$ cat src/rtl/tlnrf_pkg.sv
// Shared types and constants of the telnet receive filter.
package tlnrf_pkg;

  localparam logic [7:0] TN_IAC  = 8'hFF;
  localparam logic [7:0] TN_WILL = 8'hFB;
  localparam logic [7:0] TN_DO   = 8'hFD;
  localparam logic [7:0] TN_SGA  = 8'h03;
  localparam logic [7:0] TN_NUL  = 8'h00;

  localparam int unsigned QUEUE_DEPTH = 2;
  localparam int unsigned QPTR_W      = 1;
  localparam int unsigned QCNT_W      = 2;

  // What the back end has to carry out for one accepted byte.
  typedef enum logic {
    ACT_DATA  = 1'b0,
    ACT_REPLY = 1'b1
  } action_e;

  typedef struct packed {
    action_e    action;
    logic [7:0] data;
  } q_entry_t;

  typedef struct packed {
    logic full;
    logic empty;
  } q_status_t;

  localparam logic DEST_RXQ = 1'b0;
  localparam logic DEST_TX  = 1'b1;

endpackage

$ cat src/rtl/telnet_receive_filter_unit.sv
// Top level of the telnet receive filter: front end, action queue and back end.
// Path: a byte that yields a result is written into the action queue and then taken
// into the output register of the back end, from which the result is shown.
// Throughput: one byte per cycle while the queue has room; a suppress-go-ahead reply
// sends three bytes; bytes that follow fill the two-entry queue, then the input stalls.
// Reset: asynchronous, active low; text mode, normal data phase, queue empty.
module telnet_receive_filter_unit import tlnrf_pkg::*; (
  input  logic       clk_i,
  input  logic       rst_ni,
  input  logic       cfg_we_i,
  input  logic       cfg_wdata_i,
  input  logic       rx_valid_i,
  output logic       rx_stall_o,
  input  logic [7:0] rx_byte_i,
  output logic       out_valid_o,
  input  logic       out_stall_i,
  output logic       dest_o,
  output logic [7:0] out_byte_o,
  output logic       last_of_run_o
);

  q_status_t q_status;
  q_entry_t  push_entry, head;
  logic      push, pop;

  tlnrf_front u_front (
    .clk_i        (clk_i),
    .rst_ni       (rst_ni),
    .cfg_we_i     (cfg_we_i),
    .cfg_wdata_i  (cfg_wdata_i),
    .rx_valid_i   (rx_valid_i),
    .rx_stall_o   (rx_stall_o),
    .rx_byte_i    (rx_byte_i),
    .q_status_i   (q_status),
    .push_o       (push),
    .push_entry_o (push_entry)
  );

  tlnrf_queue u_queue (
    .clk_i        (clk_i),
    .rst_ni       (rst_ni),
    .push_i       (push),
    .push_entry_i (push_entry),
    .pop_i        (pop),
    .head_o       (head),
    .status_o     (q_status)
  );

  tlnrf_back u_back (
    .clk_i         (clk_i),
    .rst_ni        (rst_ni),
    .head_i        (head),
    .q_status_i    (q_status),
    .pop_o         (pop),
    .out_valid_o   (out_valid_o),
    .out_stall_i   (out_stall_i),
    .dest_o        (dest_o),
    .out_byte_o    (out_byte_o),
    .last_of_run_o (last_of_run_o)
  );

endmodule

$ cat src/rtl/tlnrf_front.sv
// Front end: accepts received bytes, tracks the telnet parse state and queues actions.
module tlnrf_front import tlnrf_pkg::*; (
  input  logic       clk_i,
  input  logic       rst_ni,
  input  logic       cfg_we_i,
  input  logic       cfg_wdata_i,
  input  logic       rx_valid_i,
  output logic       rx_stall_o,
  input  logic [7:0] rx_byte_i,
  input  q_status_t  q_status_i,
  output logic       push_o,
  output q_entry_t   push_entry_o
);

  typedef enum logic [2:0] {
    PH_DATA  = 3'b001,
    PH_CMD   = 3'b010,
    PH_PARAM = 3'b100
  } phase_e;

  phase_e     phase_q, phase_d;
  logic [7:0] cmd_q, cmd_d;
  logic       skip_q, skip_d;
  logic       binary_q, binary_d;
  logic       accept;

  assign rx_stall_o = q_status_i.full;
  assign accept     = rx_valid_i && !q_status_i.full;

  always_comb begin
    phase_d      = phase_q;
    cmd_d        = cmd_q;
    skip_d       = skip_q;
    binary_d     = binary_q;
    push_o       = 1'b0;
    push_entry_o = '{action: ACT_DATA, data: rx_byte_i};
    if (accept) begin
      if (binary_q) begin
        // A 255 straight after a passed 255 is the second half of an escape.
        if (skip_q && rx_byte_i == TN_IAC) begin
          skip_d = 1'b0;
        end else begin
          skip_d = (rx_byte_i == TN_IAC);
          push_o = 1'b1;
        end
      end else begin
        unique case (phase_q)
          PH_CMD: begin
            if (rx_byte_i == TN_IAC) begin
              push_o  = 1'b1;
              phase_d = PH_DATA;
            end else begin
              cmd_d   = rx_byte_i;
              phase_d = PH_PARAM;
            end
          end
          PH_PARAM: begin
            if (cmd_q == TN_DO && rx_byte_i == TN_SGA) begin
              push_o       = 1'b1;
              push_entry_o = '{action: ACT_REPLY, data: rx_byte_i};
            end
            phase_d = PH_DATA;
          end
          default: begin
            phase_d = PH_DATA;
            if (rx_byte_i == TN_IAC) begin
              phase_d = PH_CMD;
            end else if (rx_byte_i != TN_NUL) begin
              push_o = 1'b1;
            end
          end
        endcase
      end
    end
    if (cfg_we_i) begin
      binary_d = cfg_wdata_i;
      skip_d   = 1'b0;
      phase_d  = PH_DATA;
    end
  end

  always_ff @(posedge clk_i or negedge rst_ni) begin
    if (!rst_ni) begin
      phase_q  <= PH_DATA;
      cmd_q    <= '0;
      skip_q   <= 1'b0;
      binary_q <= 1'b0;
    end else begin
      phase_q  <= phase_d;
      cmd_q    <= cmd_d;
      skip_q   <= skip_d;
      binary_q <= binary_d;
    end
  end

endmodule

$ cat src/rtl/tlnrf_queue.sv
// Short action queue between the front and back ends.
module tlnrf_queue import tlnrf_pkg::*; (
  input  logic      clk_i,
  input  logic      rst_ni,
  input  logic      push_i,
  input  q_entry_t  push_entry_i,
  input  logic      pop_i,
  output q_entry_t  head_o,
  output q_status_t status_o
);

  q_entry_t            mem_q [QUEUE_DEPTH];
  logic [QPTR_W-1:0]   wr_ptr_q, rd_ptr_q;
  logic [QCNT_W-1:0]   count_q;
  logic                do_push, do_pop;

  assign status_o.full  = (count_q == QCNT_W'(QUEUE_DEPTH));
  assign status_o.empty = (count_q == '0);
  assign do_push        = push_i && !status_o.full;
  assign do_pop         = pop_i && !status_o.empty;
  assign head_o         = mem_q[rd_ptr_q];

  function automatic logic [QPTR_W-1:0] ptr_next(input logic [QPTR_W-1:0] p);
    return (p == QPTR_W'(QUEUE_DEPTH - 1)) ? '0 : p + 1'b1;
  endfunction

  always_ff @(posedge clk_i) begin
    if (do_push) begin
      mem_q[wr_ptr_q] <= push_entry_i;
    end
  end

  always_ff @(posedge clk_i or negedge rst_ni) begin
    if (!rst_ni) begin
      wr_ptr_q <= '0;
      rd_ptr_q <= '0;
      count_q  <= '0;
    end else begin
      if (do_push) wr_ptr_q <= ptr_next(wr_ptr_q);
      if (do_pop)  rd_ptr_q <= ptr_next(rd_ptr_q);
      if (do_push && !do_pop) begin
        count_q <= count_q + 1'b1;
      end else if (do_pop && !do_push) begin
        count_q <= count_q - 1'b1;
      end
    end
  end

  a_count_bound: assert property (@(posedge clk_i) disable iff (!rst_ni)
    count_q <= QCNT_W'(QUEUE_DEPTH))
    else $error("queue fill count beyond depth");

  a_no_lost_push: assert property (@(posedge clk_i) disable iff (!rst_ni)
    push_i |-> !status_o.full)
    else $error("request pushed into a full queue");

endmodule

$ cat src/rtl/tlnrf_back.sv
// Back end: expands queued actions into result items behind an output register.
module tlnrf_back import tlnrf_pkg::*; (
  input  logic       clk_i,
  input  logic       rst_ni,
  input  q_entry_t   head_i,
  input  q_status_t  q_status_i,
  output logic       pop_o,
  output logic       out_valid_o,
  input  logic       out_stall_i,
  output logic       dest_o,
  output logic [7:0] out_byte_o,
  output logic       last_of_run_o
);

  typedef enum logic [2:0] {
    RS_IDLE = 3'b001,
    RS_WILL = 3'b010,
    RS_SGA  = 3'b100
  } rep_e;

  rep_e       rep_q, rep_d;
  logic       valid_q, valid_d;
  logic       dest_q, dest_d;
  logic [7:0] byte_q, byte_d;
  logic       last_q, last_d;
  logic       advance;

  // The output register may be refilled when empty or when taken this cycle.
  assign advance = !valid_q || !out_stall_i;

  always_comb begin
    rep_d   = rep_q;
    valid_d = valid_q;
    dest_d  = dest_q;
    byte_d  = byte_q;
    last_d  = last_q;
    pop_o   = 1'b0;
    if (advance) begin
      valid_d = 1'b0;
      unique case (rep_q)
        RS_WILL: begin
          valid_d = 1'b1;
          dest_d  = DEST_TX;
          byte_d  = TN_WILL;
          last_d  = 1'b0;
          rep_d   = RS_SGA;
        end
        RS_SGA: begin
          valid_d = 1'b1;
          dest_d  = DEST_TX;
          byte_d  = TN_SGA;
          last_d  = 1'b1;
          rep_d   = RS_IDLE;
        end
        default: begin
          rep_d = RS_IDLE;
          if (!q_status_i.empty) begin
            pop_o   = 1'b1;
            valid_d = 1'b1;
            if (head_i.action == ACT_REPLY) begin
              dest_d = DEST_TX;
              byte_d = TN_IAC;
              last_d = 1'b0;
              rep_d  = RS_WILL;
            end else begin
              dest_d = DEST_RXQ;
              byte_d = head_i.data;
              last_d = 1'b1;
            end
          end
        end
      endcase
    end
  end

  always_ff @(posedge clk_i or negedge rst_ni) begin
    if (!rst_ni) begin
      rep_q   <= RS_IDLE;
      valid_q <= 1'b0;
    end else begin
      rep_q   <= rep_d;
      valid_q <= valid_d;
    end
  end

  always_ff @(posedge clk_i) begin
    dest_q <= dest_d;
    byte_q <= byte_d;
    last_q <= last_d;
  end

  assign out_valid_o   = valid_q;
  assign dest_o        = dest_q;
  assign out_byte_o    = byte_q;
  assign last_of_run_o = last_q;

  a_reply_pending_shown: assert property (@(posedge clk_i) disable iff (!rst_ni)
    (rep_q != RS_IDLE) |-> (valid_q && dest_q == DEST_TX && !last_q))
    else $error("reply in progress without a shown reply byte");

  a_run_continues: assert property (@(posedge clk_i) disable iff (!rst_ni)
    (valid_q && !last_q) |-> (rep_q != RS_IDLE))
    else $error("non-final result with nothing to follow");

endmodule

$ cat config.mk
export PLATFORM = sky130hd
export DESIGN_NAME = telnet_receive_filter_unit
export DESIGN_NICKNAME = d
export VERILOG_FILES = /design/src/rtl/tlnrf_pkg.sv /design/src/rtl/telnet_receive_filter_unit.sv /design/src/rtl/tlnrf_front.sv /design/src/rtl/tlnrf_queue.sv /design/src/rtl/tlnrf_back.sv
export SDC_FILE = /design/constraint.sdc
export NUM_CORES = 1
export LEC_CHECK = 0
export ABC_AREA = 0
export BUFFER_PORTS_ARGS = -buffer_cell sky130_fd_sc_hd__buf_2
export CORE_AREA = 2 2 65 67
export CTS_CLUSTER_SIZE = 25
export DETAILED_ROUTE_END_ITERATION = 12
export DIE_AREA = 0 0 67 69
export PLACE_DENSITY_LB_ADDON = 0.12
export SYNTH_ARGS = -nofsm -noshare
export SYNTH_HDL_FRONTEND = slang
export SYNTH_SLANG_ARGS = --single-unit
$ cat constraint.sdc
create_clock -name clk_i -period 2.8 [get_ports clk_i]
set_input_delay 0.56 -clock clk_i [delete_from_list [all_inputs] [get_ports clk_i]]
set_output_delay 0.56 -clock clk_i [all_outputs]
set_load 0.005 [all_outputs]
Word-level counts from Yosys, hierarchy flattened

Memory sizes are Yosys's and may differ from the RTL's.
Cells that the tools add are included.

Register bits: 31
Memory bits (writable): 18
Input bits: 14
Word-level logic and storage cells: 98
Memories kept: 1

Memories:

| memory        | words | width | rd ports | clocked after memory_dff | write ports | RTL line          | text |
|---|---|---|---|---|---|---|---|
| u_queue.mem_q | 2     | 9     | 1        | 0                        | 1           | tlnrf_queue.sv:12 | `q_entry_t mem_q [QUEUE_DEPTH];` |

Add/subtract/negate cells: 4
Eq/ne operators: 11
Multiplexer cells: 43
Bitwise gates (word level): 2
Reductions and logical operators: 25

Operators with widths:

| operator                                             | count |
|---|---|
| 2-to-1 mux 9 bit                                     | 4 |
| 2-to-1 mux 1 bit                                     | 23 |
| equality test 8 bit (second input constant)          | 2 |
| 2-to-1 mux 8 bit                                     | 2 |
| one-hot mux 8 bit (2 select lines)                   | 1 |
| 2-to-1 mux 3 bit                                     | 5 |
| one-hot mux 3 bit (2 select lines)                   | 2 |
| equality test 8 x 2 -> 1 bit (second input constant) | 1 |
| 2-to-1 mux 2 bit                                     | 4 |
| AND reduction 2 bit                                  | 4 |
| nonzero test 8 bit                                   | 1 |
| logical AND 1 bit                                    | 7 |
| equality test 3 x 2 -> 1 bit (second input constant) | 2 |
| equality test 3 bit (second input constant)          | 2 |
| logical NOT 1 bit                                    | 6 |
| nonzero test 2 bit                                   | 3 |
| inequality test 2 bit (second input constant)        | 2 |
| one-hot mux 1 bit (2 select lines)                   | 2 |
| AND reduction 4 bit                                  | 1 |
| inequality test 3 bit (second input constant)        | 1 |
| adder 1 bit (second input constant)                  | 2 |
| adder 2 x 1 -> 2 bit (second input constant)         | 1 |
| equality test 2 bit (second input constant)          | 1 |
| logical NOT 2 bit                                    | 1 |
| 4 further kinds                                      | 5 |

Depth between registers and ports, before layout

Gate-level depths: netlist of run 1.

Depth after elaboration: 11
Depth in mapped cells: 9
Gate-level depth less buffers: 8

Modules after synthesis

A second synthesis of run 1 with hierarchy kept.

Cells, all modules: 182
Area total of the unflattened synthesis: 2270.9 um^2

By module, submodules not included:

| module      | times used | cells each | area an instance (um^2) | seq. area each (um^2) |
|---|---|---|---|---|
| tlnrf_queue | 1          | 47         | 845.8                   | 640.6 |
| tlnrf_front | 1          | 72         | 740.7                   | 326.6 |
| tlnrf_back  | 1          | 63         | 684.4                   | 401.6 |

Worst setup path after synthesis of run 1

Ideal clock, no wire load.

Path type: input to register
Start: in rx_byte_i[5]
End: mem u_queue.mem_q[0][0] in the netlist's numbering, enable pin
Library setup time: 0.375 ns
Data arrival time: 2.061 ns
Path slack: 0.364 ns
Cell stages on the path: 5
Path buffers: 0
Cell sequence: or4_4 nor3_4 nand3_2 a31oi_4 nor2b_1

Cells in the longest elaborated chain, start to end: 9
Elaborated cells between the ends (all ways): 16
Classes of those cells: eq/ne (2); mux (10); reduce/logical (4)

Ends and longest elaborated chain:

| element                                                                   | RTL line                             | text |
|---|---|---|
| start, declared                                                           | telnet_receive_filter_unit.sv:14     | `input logic [7:0] rx_byte_i,` |
| nonzero test 8 bit / equality test 8 x 2 -> 1 bit (equally long branches) | tlnrf_front.sv:68, tlnrf_front.sv:58 |  |
| 2-to-1 mux 1 bit / logical AND 1 bit (equally long branches)              | tlnrf_front.sv:68, tlnrf_front.sv:58 |  |
| 2-to-1 mux 1 bit, on equally long branches                                | tlnrf_front.sv:66, tlnrf_front.sv:58 |  |
| one-hot mux 1 bit (2 select lines)                                        | tlnrf_front.sv:47                    | `unique case (phase_q)` |
| 2-to-1 mux 1 bit (*)                                                      | tlnrf_front.sv:38                    | `if (binary_q) begin` |
| 2-to-1 mux 1 bit (*)                                                      | tlnrf_front.sv:37                    | `if (accept) begin` |
| logical AND 1 bit (*)                                                     | tlnrf_queue.sv:19                    | `assign do_push = push_i && !status_o.full;` |
| via u_queue.do_push                                                       | tlnrf_queue.sv:15                    | `logic do_push, do_pop;` |
| 2-to-1 mux 1 bit (*)                                                      | tlnrf_queue.sv:28                    | `if (do_push) begin` |
| 2-to-1 mux 1 bit (not written as such) (*)                                | tlnrf_queue.sv:29                    | `mem_q[wr_ptr_q] <= push_entry_i;` |
| end, declared                                                             | tlnrf_queue.sv:12                    |  |

The timed path passes the listed nets; every way through them passes the cells marked *.

Worst setup path in the final report of run 1

Start: in rx_byte_i[5]
End: mem u_queue.mem_q[1][3] in the netlist's numbering, enable pin

Same word-level chain as after synthesis.

==> results of run 1 <==
## final timing paths
path,slack (ps),depth (start not counted),to,startpoint
worst max-delay path,580,6,u_queue.mem_q[1][3],rx_byte_i[5]
worst min-delay path,210,1,u_front.cmd_q[4],rst_ni
worst max register to register,610,5,u_queue.mem_q[1][3],u_front.phase_q[2]
worst min register to register,490,1,u_front.cmd_q[7],u_front.cmd_q[7]
max in group asynchronous,2250,1,u_back.rep_q[0],rst_ni
min in group clk_i,480,2,u_front.phase_q[1],cfg_we_i
## cell usage in the layout, fill, tap and decap left out, drive strengths merged, types with 6 or more instances in the layout
master / count
a21oi: 6
clkbuf: 6
nor2b: 6
edfxtp: 28
o21ai: 9
nor2: 14
nand2: 12
buf: 26
nor3: 8
dfrtp: 19
mux2: 11
## final cells by class
class                      instances  area [sq um]  share of cell area
clock buffer                       6          72.6              0.0305
clock inverter                     2          10.0             0.00421
inverter                           5          18.8             0.00789
multi-input combinational        102           712               0.299
sequential                        49          1370               0.576
tap                               50          62.6              0.0263
timing repair buffer              26           133              0.0558
## cell usage after synthesis (all sizes together) (2+ instances only)
library cell | n | area share
dfrtp | 19 | 0.23
a31oi | 2 | 0.013
nand3 | 3 | 0.0095
clkbuf | 2 | 0.0036
inv | 5 | 0.0089
nor2b | 6 | 0.018
dfstp | 2 | 0.025
edfxtp | 28 | 0.40
nor3 | 8 | 0.032
xor2 | 3 | 0.012
xnor2 | 4 | 0.017
a21oi | 6 | 0.014
or3 | 2 | 0.0059
o21ai | 9 | 0.021
nor2 | 14 | 0.025
mux2 | 11 | 0.059
mux2i | 5 | 0.024
a211oi | 5 | 0.018
nand2 | 12 | 0.021
## stage by stage
step                      worst slack [ps]  instances  utilization  cell area [sq um]
after floorplan                        364        158            -               2110
after global placement                 336        232        0.586               2290
after detailed placement               256        232        0.586               2290
after CTS                              570        240        0.607               2380
after global routing                   474        240        0.607               2380
final                                  580        240        0.607               2380
## flip-flops by register name, summed over array words and instances (netlist names)
register,count
u_queue.mem_q,18
u_back.out_byte_o,8
u_front.cmd_q,8
u_back.rep_q,3
u_front.phase_q,3
u_queue.count_q,2
u_back.dest_o,1
u_back.last_of_run_o,1
u_back.out_valid_o,1
u_front.binary_q,1
u_front.skip_q,1
u_queue.rd_ptr_q,1
u_queue.wr_ptr_q,1
## routing by layer
metal | routed length (um) | vias up | share of wire
li1 | - | 642 | -
met1 | 1370 | 646 | 0.40
met2 | 1830 | 28 | 0.53
met3 | 124 | 9 | 0.036
met4 | 115 | 0 | 0.033
met5 | 0 | - | 0
## power groups by stage
| stage | registers [uW] | logic (uW) | clock network [uW] |
|---|---|---|---|
| 2_1_floorplan | 1120 | 374 | 0 |
| 3_3_place_gp | 1140 | 529 | 0 |
| 3_5_place_dp | 1150 | 545 | 0 |
| 4_1_cts | 1130 | 547 | 399 |
| 5_1_grt | 1160 | 617 | 432 |
| 6_report | 1130 | 536 | 390 |
## logic make-up (layout without fill, tap and decap cells)
| kind of cell | Yosys count | after routing | share of synthesized area |
|---|---|---|---|
| AOI/OAI and AO/OA | 26 | 26 | 0.0820 |
| xor gates and xnor gates | 7 | 7 | 0.0291 |
| adders and majority gates | 1 | 1 | 0.00594 |
| buffers and inverters | 7 | 39 | 0.0125 |
| DFF | 49 | 49 | 0.650 |
| muxes | 16 | 16 | 0.0825 |
| and+or+nand+nor | 52 | 52 | 0.138 |
==> impl_metrics.tcl, run 1 <==
set metrics [dict create \
    timing_worst_slew_pin_value_ps 581 \
    drt_first_pass_iters 4 \
    row_count 23 \
    io_buffer_count 25 \
    clkSlewWorstSetupHoldPaths_ps 80 \
    period_share 0.793 \
    synth_edf_count 28 \
    post_route_cells_drive_above_1_share 0.253 \
    globalRouteMet2Util 0.298 \
    cts.hold.buffers_added 0 \
    cp_slowest_stage_delay_ps 540 \
    critical-path-top-delay-family "simple AND/OR/NAND/NOR gates" \
    skew_pair_late_insertion_delay_ps 290 \
    timing.critical_path.fanout_max 9 \
    sw_frac 0.307 \
    relSlewSlack 0.613 \
    pin_count_of_the_biggest_net_entering_global_routing 22 \
    place.gp.congestion 0.869 \
    insertedDiodeCount 0 \
    synth_area_per_cell_sq_um 13.3 \
    grt_met1_use 0.201 \
    nFillCells 335 \
    syn_to_final_growth_pct 12.8 \
    internal_power_uw 1430 \
    via_count 1325 \
    worst_setup_path_start_kind "primary input" \
    timing.critical_path.cells "buf_2, or4_4, nor3_4, nand3_2, a31oi_4, and2_1" \
    irDropWorstVdd_v 0.000432 \
    yosys_warnings 0 \
    clock_sinks 49 \
    grt_pass1_wl_um 6110 \
    share_seq_of_total_power 0.550 \
    final-hold-violation-count 0 \
    static-leakage-power_uw 0.000932 \
    initial_antenna_violation_count 0 \
    grt_setup_unrepaired "no" \
    die_area_sq_um 4620 \
    routed_wl_um 3440 \
    clock-skew-final_ps 4.20 \
    synth-main-ff-cell "sky130_fd_sc_hd__edfxtp_1" \
    post-dp-hpwl_um 2550 \
    path_class "in2reg" \
    drt.antenna.violating_nets 0 \
    totalNegativeSetupSlack_ps 0 \
    p_comb_frac 0.261 \
    syn_area_sq_um 2110 \
    net_sw_power_uw 631 \
    postCtsSetupRepairBufs 0 \
    pwr-share-clk 0.189 \
    tritoncts "yes" \
    flip_flop_and_latch_count_after_synthesis 49 \
    busiest_layer "met2" \
    critical_path.slowest_cell "sky130_fd_sc_hd__or4_4" \
    route.detailed.drc 0 \
    drv.max_cap_violation_count 0 \
    ctsRootBufferMaster "sky130_fd_sc_hd__clkbuf_8" \
    shortest_clock_period_the_worst_path_allows_after_layout_ps 2220 \
    grt_util_all_layers 0.177 \
    vias_per_cell 5.52 \
    worstPathBufferInverterCount 1 \
    groute.layer.met3.usage 0.0457 \
    die_w_um 67 \
    synthesized_instance_count 158 \
    ioPinCount 26 \
    drtIter0Drc 75 \
    fmaxAchievable_ghz 0.450 \
    core_area_sq_um 3910 \
    cts_max_level 2 \
    p_per_area_nw_per_um2 865 \
    detail_route.wl_per_cell_um 14.3 \
    status "finished clean" \
    synthArstFlopShare 0.429 \
    grt_pass1_vias 1379 \
    initial_utilization 0.538 \
    worst_hold_slack_ps 205 \
    ctsLongestPathBuffers 2 \
    final-max-slew-violation-count 0 \
    cts_resized 0 \
    synthesis.nets 173 \
    synth.yosys.seq_area_share 0.650 \
    die_h_um 69 \
    grt_overflow_total 0 \
    timing.critical_path.arrival_ps 2170 \
    crit_path_end_kind "flip-flop" \
    cts_buffers 5 \
    cp_data_required_time_ps 2750 \
    hold_class "in2async" \
    yosys.cell_types.count 37 \
    finalSetupViolCount 0 \
    report.power.total_uw 2060 \
    nets 204 \
]
Note: power is estimated with default switching activity, not from simulation.
==> run 2, diff against run 1 <==
==> constraint.sdc (replaced) <==
create_clock -name clk_i -period 2.33 [get_ports clk_i]
set_input_delay 0.466 -clock clk_i [delete_from_list [all_inputs] [get_ports clk_i]]
set_output_delay 0.466 -clock clk_i [all_outputs]
set_load 0.005 [all_outputs]
==> impl_metrics.tcl, run 2 (synthesized netlist as in run 1, its figures left out) <==
set metrics [dict create \
    status "finished clean" \
    die_h_um 69 \
    cp_slowest_stage_delay_ps 550 \
    irDropWorstVdd_v 0.000430 \
    ctsRootBufferMaster "sky130_fd_sc_hd__clkbuf_8" \
    worst_setup_path_start_kind "primary input" \
    postCtsSetupRepairBufs 0 \
    nFillCells 336 \
    crit_path_end_kind "flip-flop" \
    cts.hold.buffers_added 0 \
    relSlewSlack 0.632 \
    drt_first_pass_iters 4 \
    timing.critical_path.fanout_max 5 \
    path_class "in2reg" \
    tritoncts "yes" \
    drv.max_cap_violation_count 0 \
    nets 209 \
    via_count 1314 \
    finalSetupViolCount 0 \
    layout_setup_ws_ps 310 \
    die_w_um 67 \
    core_area_sq_um 3910 \
    post-dp-hpwl_um 2630 \
    route.detailed.drc 0 \
    critical-path-top-cell-by-count "sky130_fd_sc_hd__xor2_1" \
    drt.antenna.violating_nets 0 \
    grt_setup_unrepaired "no" \
    syn_to_final_growth_pct 15.9 \
    cts_max_level 2 \
    place.gp.congestion 0.849 \
    post_route_cells_drive_above_1_share 0.272 \
    utilization 0.624 \
    final-hold-violation-count 0 \
    mostFrequentLayoutCell "sky130_fd_sc_hd__edfxtp_1" \
    insertedDiodeCount 0 \
    io_buffer_count 25 \
    pin_count_of_the_biggest_net_entering_global_routing 22 \
    largest_register_ffs 18 \
    detail_route.wl_per_cell_um 14.0 \
    period_share 0.867 \
    grt_pass1_vias 1335 \
    top_register "u_queue.mem_q" \
    vias_per_cell 5.36 \
    timing.critical_path.arrival_ps 2200 \
    drtIter0Drc 51 \
    clock-skew-final_ps 3.37 \
    hold_class "in2async" \
    cts_buffers 5 \
    totalNegativeSetupSlack_ps 0 \
    timing.critical_path.cells "buf_2, or4_4, nor3_4, nand3_2, a31oi_4, ha_1, xor2_1, nor2_1, xor2_1" \
    clock_sinks 49 \
    ioPinCount 26 \
    grt_overflow_total 0 \
    cp_data_required_time_ps 2510 \
    final_cell_mix "28 x sky130_fd_sc_hd__edfxtp_1, 25 x sky130_fd_sc_hd__buf_2, 19 x sky130_fd_sc_hd__dfrtp_1" \
    worst_hold_slack_ps 119 \
    shortest_clock_period_the_worst_path_allows_after_layout_ps 2020 \
    routed_wl_um 3420 \
    ctsLongestPathBuffers 2 \
    place_worst_setup_slack_ps -3.18 \
    skew_pair_late_insertion_delay_ps 290 \
    initial_antenna_violation_count 0 \
    clkSlewWorstSetupHoldPaths_ps 80 \
    p_per_area_nw_per_um2 1030 \
    worstPathBufferInverterCount 1 \
    static-leakage-power_uw 0.000961 \
    grt_util_all_layers 0.172 \
    timing_worst_slew_pin_value_ps 548 \
    critical_path.slowest_cell "sky130_fd_sc_hd__or4_4" \
    die_area_sq_um 4620 \
    cts_resized 0 \
    row_count 23 \
    grt_pass1_wl_um 5970 \
    fmaxAchievable_ghz 0.495 \
    initial_utilization 0.538 \
    critical-path-top-delay-family "simple AND/OR/NAND/NOR gates" \
    final-max-slew-violation-count 0 \
]
[run 2: changes by cell type in the layout (fill, tap and decap cells not counted)]
| cell | before | now |
|---|---|---|
| sky130_fd_sc_hd__nor2b_1 | 6 | 5 |
| sky130_fd_sc_hd__buf_12 | 0 | 2 |
| sky130_fd_sc_hd__buf_4 | 1 | 4 |
| sky130_fd_sc_hd__nor2b_2 | 0 | 1 |
| sky130_fd_sc_hd__clkbuf_1 | 1 | 2 |
| sky130_fd_sc_hd__clkinv_2 | 2 | 1 |
[run 2: area by class of cell]
| class | count | area (sq um) | share of cell area |
|---|---|---|---|
| Inverter | 5 | 18.8 | 0.00769 |
| Tap cell | 50 | 62.6 | 0.0256 |
| Clock buffer | 7 | 76.3 | 0.0313 |
| Timing Repair Buffer | 31 | 195 | 0.0800 |
| Multi-Input combinational cell | 102 | 714 | 0.293 |
| Sequential cell | 49 | 1370 | 0.561 |
| Clock inverter | 1 | 5.00 | 0.00205 |
[run 2: power breakdown]
part           switching, uW  internal [uW]  total (uW)  leakage [uW]
Clock                    253            211         463     0.0000422
Combinational            400            341         742      0.000390
Sequential               104           1210        1320      0.000529
Total                    757           1770        2520      0.000961
[run 2: layer usage]
| metal | GRT usage | part of all wire |
|---|---|---|
| met4 | 0.0703 | 0.011 |
| met1 | 0.202 | 0.40 |
| met2 | 0.289 | 0.55 |
| met5 | 0 | 0 |
| met3 | 0.0489 | 0.037 |
[run 2: through the flow]
stage / cell area [sq um] / total power, uW / cells
4_1_cts: 2440 / 2560 / 245
6_report: 2440 / 2520 / 245
5_1_grt: 2440 / 2700 / 245
2_1_floorplan: 2110 / 1800 / 158
3_5_place_dp: 2360 / 2100 / 237
3_3_place_gp: 2360 / 2070 / 237
[run 2: final timing paths]
path	startpoint	endpoint	slack, ps	cells past startpoint
hold / removal	rst_ni	u_front.phase_q[1]	120	1
max in group asynchronous	rst_ni	u_back.rep_q[0]	1860	1
min in group clk_i	rx_byte_i[1]	u_queue.mem_q[1][1]	400	1
hold reg to reg	u_front.cmd_q[7]	u_front.cmd_q[7]	490	1
setup reg to reg	u_front.phase_q[2]	u_queue.count_q[1]	330	8
setup / recovery	rx_byte_i[5]	u_queue.count_q[1]	310	9
==> run 3, diff against run 2 <==
--- a/config.mk
+++ b/config.mk
@@ -11,6 +11,7 @@
 export CTS_CLUSTER_SIZE = 25
 export DETAILED_ROUTE_END_ITERATION = 12
 export DIE_AREA = 0 0 67 69
+export GPL_TIMING_DRIVEN = 0
 export PLACE_DENSITY_LB_ADDON = 0.12
 export SYNTH_ARGS = -nofsm -noshare
 export SYNTH_HDL_FRONTEND = slang
==> impl_metrics.tcl, run 3 (synthesized netlist as in run 1, its figures left out) <==
set metrics [dict create \
    status "finished clean" \
    totalNegativeSetupSlack_ps 0 \
    grt_setup_unrepaired "no" \
    worst_hold_slack_ps 103 \
    drtIter0Drc 37 \
    timing.critical_path.arrival_ps 2000 \
    skew_pair_late_insertion_delay_ps 300 \
    final_cell_mix "28 x sky130_fd_sc_hd__edfxtp_1, 25 x sky130_fd_sc_hd__buf_2, 19 x sky130_fd_sc_hd__dfrtp_1" \
    relSlewSlack 0.645 \
    pin_count_of_the_biggest_net_entering_global_routing 22 \
    worst_setup_path_start_kind "primary input" \
    p_per_area_nw_per_um2 1090 \
    nFillCells 319 \
    hold_class "in2async" \
    worst_setup_slack_for_register_to_register_paths_ps 320 \
    place.gp.congestion 0.887 \
    drv.max_cap_violation_count 0 \
    vias_per_cell 5.37 \
    io_buffer_count 25 \
    cts_buffers 5 \
    cts_max_level 2 \
    shortest_clock_period_the_worst_path_allows_after_layout_ps 2020 \
    path_class "in2reg" \
    top_register "u_queue.mem_q" \
    insertedDiodeCount 0 \
    drt.antenna.violating_nets 0 \
    initial_utilization 0.538 \
    clkSlewWorstSetupHoldPaths_ps 90 \
    timing.critical_path.cells "buf_2, or4_4, nor3_4, nand3_2, a31oi_4, nor2b_4" \
    grt_overflow_total 0 \
    grt_pass1_vias 1410 \
    die_h_um 69 \
    ctsLongestPathBuffers 2 \
    post-dp-hpwl_um 2520 \
    die_area_sq_um 4620 \
    final-max-slew-violation-count 0 \
    critical_path.slowest_cell "sky130_fd_sc_hd__or4_4" \
    finalSetupViolCount 0 \
    nets 205 \
    cp_data_required_time_ps 2310 \
    routed_wl_um 3440 \
    clock_sinks 49 \
    fmaxAchievable_ghz 0.495 \
    via_count 1294 \
    core_area_sq_um 3910 \
    static-leakage-power_uw 0.000947 \
    tritoncts "yes" \
    crit_path_end_kind "flip-flop" \
    drt_first_pass_iters 4 \
    cp_slowest_stage_delay_ps 540 \
    final-hold-violation-count 0 \
    route.detailed.drc 0 \
    timing_worst_slew_pin_value_ps 533 \
    detail_route.wl_per_cell_um 14.3 \
    clock-skew-final_ps 9.94 \
    timing.critical_path.fanout_max 9 \
    ctsRootBufferMaster "sky130_fd_sc_hd__clkbuf_8" \
    row_count 23 \
    syn_to_final_growth_pct 15.1 \
    ioPinCount 26 \
    irDropWorstVdd_v 0.000569 \
    mostFrequentLayoutCell "sky130_fd_sc_hd__edfxtp_1" \
    largest_register_ffs 18 \
    grt_pass1_wl_um 6150 \
    initial_antenna_violation_count 0 \
    die_w_um 67 \
    post_route_cells_drive_above_1_share 0.262 \
    period_share 0.867 \
    grt_util_all_layers 0.176 \
]
run 3: cell count changes in the layout (fill, tap and decap cells not counted), sizes merged:
cell    previous run  this run
buf               31        25
bufinv             0         1
clkbuf             7         9
clkinv             1         0
run 3: stage by stage:
step	power, uW	utilization	cells	cell area, sq um	worst slack [ps]
3_3_place_gp	2000	0.587	233	2300	-162
3_5_place_dp	2040	0.587	233	2300	-189
5_1_grt	2810	0.620	241	2430	85.1
2_1_floorplan	1800	-	158	2110	161
6_report	2630	0.620	241	2430	311
4_1_cts	2650	0.617	241	2410	52.0
run 3: worst paths after layout:
kind | startpoint | to | depth (start not counted)
max in group asynchronous | rst_ni | u_front.phase_q[0] | 1
min in group clk_i | cfg_we_i | u_front.skip_q | 2
hold / removal | rst_ni | u_queue.wr_ptr_q | 1
setup / recovery | rx_byte_i[5] | u_queue.mem_q[0][6] | 6
setup reg to reg | u_front.phase_q[2] | u_queue.mem_q[0][6] | 5
hold reg to reg | u_front.cmd_q[2] | u_front.cmd_q[2] | 1
run 3: final cells by class:
cell class / count / area [sq um] / area share
Clock buffer: 7 / 86.3 / 0.0356
Multi-Input combinational cell: 102 / 727 / 0.300
Sequential cell: 49 / 1370 / 0.564
Tap cell: 50 / 62.6 / 0.0258
Clock inverter: 1 / 30.0 / 0.0124
Inverter: 5 / 18.8 / 0.00774
Timing Repair Buffer: 25 / 125 / 0.0516
Buffer: 2 / 7.51 / 0.00309
run 3: power breakdown:
part / switching, uW / total (uW) / internal [uW] / leakage [uW]
Sequential: 119 / 1330 / 1210 / 0.000529
Clock: 267 / 617 / 350 / 0.0000585
Combinational: 388 / 682 / 294 / 0.000359
Total: 774 / 2630 / 1860 / 0.000947
run 3: worst max-delay path: cells and delay by family:
family | cells | cell delay (ps)
buffers and inverters | 1 | 130
AND/OR/NAND/NOR | 4 | 1140
AO/OA/AOI/OAI | 1 | 250
run 3: layer usage:
| layer | up-vias | part of all wire | track usage |
|---|---|---|---|
| li1 | 641 | - | - |
| met5 | - | 0 | 0 |
| met3 | 8 | 0.045 | 0.0538 |
| met4 | 0 | 0.016 | 0.0839 |
| met2 | 27 | 0.54 | 0.295 |
| met1 | 618 | 0.40 | 0.200 |
run 3: what timing repair did:
item	4_1_cts	5_1_grt
gates resized for setup	0	3
endpoints found under the hold margin	0	0
setup endpoints to repair	0	19
setup buffers	0	0
hold buffers	0	0
